**src/rtl/wrsl_pkg.sv**
```systemverilog
// shared constants, types and state codes for the weighted rms sound level meter
package wrsl_pkg;

    // delay line geometry (depth is a power of two: slot wrap and the final divide use it)
    localparam int DEPTH       = 1024;
    localparam int ADDR_W      = $clog2(DEPTH);
    localparam int SAMPLE_BITS = 10;

    // offset register
    localparam int OFFSET_W = 10;
    localparam logic [OFFSET_W-1:0] OFFSET_RESET = 10'd780;
    localparam logic [SAMPLE_BITS-1:0] RESET_SAMPLE = SAMPLE_BITS'(OFFSET_RESET);

    // datapath widths
    localparam int DEV_W    = (SAMPLE_BITS > OFFSET_W) ? SAMPLE_BITS : OFFSET_W;
    localparam int SQ_W     = 2 * DEV_W;
    localparam int WEIGHT_W = ADDR_W + 1;
    localparam int PROD_W   = SQ_W + WEIGHT_W;
    localparam int ACC_W    = SQ_W + 2 * ADDR_W;
    localparam int RAD_W    = ((ACC_W - ADDR_W + 1) / 2) * 2;
    localparam int ROOT_W   = RAD_W / 2;
    localparam int REM_W    = ROOT_W + 2;
    localparam int STEP_W   = $clog2(ROOT_W);

    // stream widths
    localparam int LEVEL_W     = 15;
    localparam int IN_TDATA_W  = ((SAMPLE_BITS + 7) / 8) * 8;
    localparam int OUT_TDATA_W = ((LEVEL_W + 7) / 8) * 8;

    // request kinds carried in tuser
    localparam logic OP_PUSH  = 1'b0;
    localparam logic OP_QUERY = 1'b1;

    // controller states
    typedef enum logic [2:0] {
        S_IDLE,
        S_SCAN,
        S_DRAIN,
        S_ROOT,
        S_HOLD
    } t_state;

    // commands from controller to datapath
    typedef struct packed {
        logic              push;
        logic              clear_acc;
        logic              issue;
        logic [ADDR_W-1:0] idx;
        logic              root_load;
        logic              root_step;
        logic              out_load;
    } t_dp_cmd;

    // status from datapath to controller
    typedef struct packed {
        logic pipe_busy;
    } t_dp_sts;

endpackage

```
**src/rtl/wrsl_ctrl.sv**
```systemverilog
// controller: request decode, scan sequencing, root steps and output handshake
module wrsl_ctrl (
    input  logic              i_clk,
    input  logic              i_rst_n,
    input  logic              i_in_valid,
    input  logic              i_in_op,
    output logic              o_in_ready,
    output logic              o_out_valid,
    input  logic              i_out_ready,
    input  wrsl_pkg::t_dp_sts i_sts,
    output wrsl_pkg::t_dp_cmd o_cmd
);

    wrsl_pkg::t_state                r_state, n_state;
    logic [wrsl_pkg::ADDR_W-1:0]     r_idx, n_idx;
    logic [wrsl_pkg::STEP_W-1:0]     r_step, n_step;
    logic                            r_out_valid, n_out_valid;

    // state and counters
    always_ff @(posedge i_clk) begin
        if (!i_rst_n) begin
            r_state     <= wrsl_pkg::S_IDLE;
            r_idx       <= '0;
            r_step      <= '0;
            r_out_valid <= 1'b0;
        end else begin
            r_state     <= n_state;
            r_idx       <= n_idx;
            r_step      <= n_step;
            r_out_valid <= n_out_valid;
        end
    end

    // next state and commands
    always_comb begin
        n_state        = r_state;
        n_idx          = r_idx;
        n_step         = r_step;
        o_in_ready     = 1'b0;
        o_cmd          = '0;
        o_cmd.idx      = r_idx;
        n_out_valid    = r_out_valid && !i_out_ready;

        case (r_state)
            wrsl_pkg::S_IDLE: begin
                o_in_ready = 1'b1;
                if (i_in_valid) begin
                    if (i_in_op == wrsl_pkg::OP_QUERY) begin
                        o_cmd.clear_acc = 1'b1;
                        n_idx           = '0;
                        n_state         = wrsl_pkg::S_SCAN;
                    end else begin
                        o_cmd.push = 1'b1;
                    end
                end
            end
            wrsl_pkg::S_SCAN: begin
                o_cmd.issue = 1'b1;
                n_idx       = r_idx + 1'b1;
                if (r_idx == wrsl_pkg::ADDR_W'(wrsl_pkg::DEPTH - 1)) begin
                    n_state = wrsl_pkg::S_DRAIN;
                end
            end
            wrsl_pkg::S_DRAIN: begin
                if (!i_sts.pipe_busy) begin
                    o_cmd.root_load = 1'b1;
                    n_step          = '0;
                    n_state         = wrsl_pkg::S_ROOT;
                end
            end
            wrsl_pkg::S_ROOT: begin
                o_cmd.root_step = 1'b1;
                n_step          = r_step + 1'b1;
                if (r_step == wrsl_pkg::STEP_W'(wrsl_pkg::ROOT_W - 1)) begin
                    n_state = wrsl_pkg::S_HOLD;
                end
            end
            wrsl_pkg::S_HOLD: begin
                // wait for the result register to be free
                if (!r_out_valid || i_out_ready) begin
                    o_cmd.out_load = 1'b1;
                    n_out_valid    = 1'b1;
                    n_state        = wrsl_pkg::S_IDLE;
                end
            end
            default: begin
                n_state = wrsl_pkg::S_IDLE;
            end
        endcase
    end

    assign o_out_valid = r_out_valid;

endmodule

```
**config.mk**
```make
export PLATFORM = sky130hd
export DESIGN_NAME = wrsl_ctrl
export DESIGN_NICKNAME = d
export VERILOG_FILES = /design/src/rtl/wrsl_pkg.sv /design/src/rtl/wrsl_ctrl.sv
export SDC_FILE = /design/constraint.sdc
export NUM_CORES = 1
export LEC_CHECK = 0
export BUFFER_PORTS_ARGS = -buffer_cell sky130_fd_sc_hd__buf_4
export CORE_AREA = 8 8 54 56
export CTS_CLUSTER_DIAMETER = 100
export CTS_CLUSTER_SIZE = 30
export DETAILED_ROUTE_END_ITERATION = 10
export DIE_AREA = 0 0 62 64
export GPL_ROUTABILITY_DRIVEN = 0
export HOLD_SLACK_MARGIN = 0.03
export PLACE_DENSITY_LB_ADDON = 0.2
export SLEW_MARGIN = 30
export SYNTH_ARGS = -nofsm -noshare
export SYNTH_HDL_FRONTEND = slang
export SYNTH_SLANG_ARGS = --single-unit
export TNS_END_PERCENT = 20
```
**constraint.sdc**
```tcl
create_clock -name i_clk -period 1.95 [get_ports i_clk]
set_clock_uncertainty 0.15 [all_clocks]
set_input_delay 0 -clock i_clk [delete_from_list [all_inputs] [get_ports i_clk]]
set_output_delay 0 -clock i_clk [all_outputs]
set_load 0.005 [all_outputs]
```
== Yosys cells after proc, flatten, opt, wreduce, memory -nomap -nowiden ==
Cells that the tools add are included.

* Output and inout bits: 18
* Register bits after elaboration: 18

* Eq/ne operators: 12
* Muxes and demuxes: 25
* Add/subtract/negate cells: 2
* Reductions and logical operators: 10

{| class="wikitable"
|+ Operators by type and width
! kind !! count
|-
| $mux 10 || 2
|-
| $pmux 10 s2 || 1
|-
| $mux 3 || 6
|-
| $pmux 3 s5 || 1
|-
| $ne 2x2->1 const B || 6
|-
| $mux 1 || 11
|-
| $add 10x1->10 const B || 1
|-
| $eq 10x10->1 const B || 1
|-
| $pmux 4 s2 || 1
|-
| $eq 3x2->1 const B || 2
|-
| $reduce_and 6->1 || 1
|-
| $add 4x1->4 const B || 1
|-
| $eq 4x4->1 const B || 1
|-
| $mux 2 || 2
|-
| $mux 4 || 1
|-
| $reduce_bool 2->1 || 2
|-
| $eq 3x1->1 const B || 1
|-
| $eq 3x3->1 const B || 1
|-
| $logic_not 3->1 || 1
|-
| $reduce_and 3->1 || 1
|-
| $logic_not 1->1 || 2
|-
| $reduce_and 2->1 || 1
|-
| $logic_and 1x1->1 || 1
|-
| $logic_or 1x1->1 || 1
|}

== Longest topological paths before layout ==
* Depth after elaboration: 4
* Gate-level depth with buffers: 6
* Mapped depth without buffers: 6

== Least setup slack after synthesis ==
Ideal clock, no wire load.

* Kind: reg-to-reg
* Start point: reg r_idx[0] (netlist name)
* End point: reg r_idx[8] (netlist name)
* Setup slack: 0.421 ns
* Cell stages (with the launch flop): 6
* Arrival time: 1.309 ns
* Required time: 1.730 ns
* Path buffers: 0
* Path through: dfxtp_1 > ha_1 > and3_2 > nand4_1 > or3_1 > a21oi_1

* Longest elaborated chain between the ends: 2

{| class="wikitable"
|+ Ends and longest elaborated chain
! element !! line !! text
|-
| start, declared || wrsl_ctrl.sv:15 || <nowiki>logic [wrsl_pkg::ADDR_W-1:0] r_idx, n_idx;</nowiki>
|-
| start signal, assigned || wrsl_ctrl.sv:28 || <nowiki>r_idx <= n_idx;</nowiki>
|-
| $add 10x1->10 || wrsl_ctrl.sv:59 || <nowiki>n_idx = r_idx + 1'b1;</nowiki>
|-
| $pmux 10 s2 || wrsl_ctrl.sv:44 || <nowiki>case (r_state)</nowiki>
|}

No other way between the ends.
A chain may end at the register's enable or synchronous reset.

== Final worst setup path ==
* Start point: reg r_state[1]
* End point: reg r_state[0]

* Longest elaborated chain between the ends: 3

{| class="wikitable"
|+ Ends and longest elaborated chain
! element !! line !! text
|-
| start, declared || wrsl_ctrl.sv:14 || <nowiki>wrsl_pkg::t_state r_state, n_state;</nowiki>
|-
| start signal, assigned || wrsl_ctrl.sv:22 || <nowiki>r_state <= wrsl_pkg::S_IDLE;</nowiki>
|-
| start signal, assigned || wrsl_ctrl.sv:27 || <nowiki>r_state <= n_state;</nowiki>
|-
| $eq 3x3->1, or another cell as far along || wrsl_ctrl.sv:44 ||
|-
| $ne 2x2->1 (no source line) || - ||
|-
| $reduce_and 6->1 (no source line) || - ||
|}

Several ways; a longest one is shown, not always the timed one.

==> impl_metrics.json <==
{
  "outcome": "complete, no violations",
  "clkSinkCount": 18,
  "fin_tns_setup_ns": 0,
  "worst_pin_slew_ns": 0.5477,
  "portBuffers": 23,
  "diodes": 0,
  "overflow": 0,
  "die_area_um2": 3968,
  "crit_family": "flip-flops",
  "dp.cells": 161,
  "grt_pass1_vias": 853,
  "min-delay-path-class": "flop to flop",
  "final_cells": 170,
  "ys_ff_latch": 18,
  "track_usage_pct": 11.87,
  "cp_slowest_cell": "dfxtp_1",
  "vias": 926,
  "yosysUniqueCellTypes": 39,
  "insertion_delay_ns": 0.28,
  "postSynthNetCount": 122,
  "ctsLongestPathBuffers": 2,
  "clk_pin_slew_ns": 0.10,
  "nets": 153,
  "postCtsSetupBuffers": 0,
  "antenna_found_initial": 0,
  "syn_area_um2": 1006,
  "setup_viol": 0,
  "io_pins": 24,
  "drt.antenna.violating_nets": 0,
  "crit_buf_inv": 0,
  "fin_crit_sh_pct": 85.85,
  "dp_hpwl_um": 1729,
  "final-max-slew-violation-count": 0,
  "slew_headroom_pct": 63.43,
  "die_w_um": 62,
  "wl_um": 2219,
  "p_leak_uw": 0.0005485,
  "synth_edf_count": 0,
  "hold_buffers": 6,
  "wl_per_cell_um": 13.05,
  "fin_ws_ns": 0.2759,
  "drtPass1Iterations": 4,
  "cap_violations": 0,
  "cts_buffers": 3,
  "placement_rows": 17,
  "path_class": "flop to flop",
  "grt_max_degree": 10,
  "worstSetupStartpointType": "flop",
  "endpoint_kind": "flop",
  "cp.arrival_ns": 1.71,
  "critPathMaxStageDelay_ns": 0.68,
  "fmax_mhz": 597.3,
  "worstHoldPathCells": 1,
  "synthCells": 113,
  "drtIter0Drc": 16,
  "final_area_um2": 1270,
  "post_dp_cell_area_um2": 1187,
  "ys_seq_area_share_pct": 35.82,
  "area_growth_pct": 26.24,
  "synth_top_flop_cell": "dfxtp_1",
  "hold_viol_final": 0,
  "yosysWarnings": 0,
  "cts-root-buf": "clkbuf_4",
  "avgSynthCellArea_um2": 8.902,
  "post_cts_resized": 0,
  "cts.htree.levels": 1,
  "vdd_drop_max_mv": 0.3479,
  "initial_core_util_pct": 47.77,
  "die_y_um": 64,
  "fin_crit_ns": 1.674,
  "cp.required_ns": 1.98,
  "rsz0062_at_grt": "false",
  "grt_pass1_wl_um": 3663,
  "cts_tree": "done",
  "synthArstFlopShare_pct": 0,
  "coreArea_um2": 2106,
  "via_per_inst": 5.447,
  "fillers": 185,
  "place_worst_setup_slack_ns": 0.2845,
  "crit_chain": "nand4bb_1 -> a21oi_1 -> nand3b_1 -> o211a_1",
  "powerDensity_nw_per_um2": 571.9,
  "cp_max_fo": 9,
  "crit_cells": 4,
  "ff2ff_path_depth": 4,
  "drc": 0,
  "layout-drive-gt1-share_pct": 28.17
}
[cells in the mapped netlist, drive strengths merged, types with 2 or more instances]
cell type   n  share of area [%]
ha          3                3.7
nand3b      3                3.5
nand3       7                3.5
dfxtp      18                 36
or3         4                2.5
nand2       8                3.0
a22oi       2                2.0
nand4       3                2.5
nor2       16                7.6
buf         4                3.4
nor3b       2                2.0
xor2        4                3.5
and3        4                2.7
nand2b      2                1.2
o21ai       5                2.5
inv         4                1.5
a21oi      11                6.2
nor3        2                2.1
[metrics by stage]
| stage | power, uW | hold slack [ns] | utilization (%) |
|---|---|---|---|
| 4_1_cts | 736.4 | 0.3113 | 60.31 |
| 2_1_floorplan | 502.1 | -0.1155 | - |
| 3_3_place_gp | 545.3 | 0.1142 | 56.39 |
| 5_1_grt | 770.7 | 0.3354 | 60.31 |
| 3_5_place_dp | 548.1 | 0.1157 | 56.39 |
| 6_report | 726.3 | 0.3117 | 60.31 |
[cells by family after synthesis]
group / Yosys count / synth area share [%]
XOR/XNOR: 5 / 4.353
adder cells (fa/ha/maj): 3 / 3.732
AO/OA/AOI/OAI: 24 / 16.29
buffers and inverters: 8 / 4.850
flip-flops: 18 / 35.82
AND/OR/NAND/NOR: 55 / 34.95
[routing by layer]
metal | vias up | track usage, % | part of all wire, %
li1 | 464 | - | -
met1 | 443 | 13.94 | 46
met2 | 17 | 19.40 | 48
met3 | 2 | 2.400 | 5.8
met4 | 0 | 5.983 | 0.77
met5 | - | 0 | 0
[cell usage in the layout, fill, tap and decap left out, drive strengths merged, types with 4 or more instances in the layout]
master / count
nand2: 8
xor2: 4
nand3: 7
inv: 4
o21ai: 5
a21oi: 11
and3: 4
buf: 24
nor2: 16
dfxtp: 18
dlygate4sd3: 6
or3: 4
[report_power, final]
part           internal (uW)  switching (uW)  leakage, uW
Sequential               377            24.5     0.000145
Clock                   71.6             107    0.0000138
Combinational           78.1            68.2     0.000389
[state kept, by name, summed over array words and instances (netlist names)]
name and cells:
r_step 4, o_out_valid 1, r_idx 10, r_state 3
[area by class of cell]
class / count / area, um2 / area share (%)
tap: 28 / 35.03 / 2.759
clock buffer: 3 / 22.52 / 1.773
multi-input combinational: 87 / 596.8 / 46.99
timing repair buffer: 30 / 240.2 / 18.92
sequential: 18 / 360.3 / 28.37
inverter: 4 / 15.01 / 1.182
[path summary, 6_finish.rpt]
kind	startpoint	to	slack [ns]
max reg2reg	r_state[1]$_SDFFE_PN0P_	r_state[0]$_SDFFE_PN0P_	0.28
max	r_state[1]$_SDFFE_PN0P_	r_state[0]$_SDFFE_PN0P_	0.28
min	r_step[3]$_SDFFE_PN0P_	r_step[3]$_SDFFE_PN0P_	0.31
min reg2reg	r_step[3]$_SDFFE_PN0P_	r_step[3]$_SDFFE_PN0P_	0.31
Power figures use the tool's default switching activity.
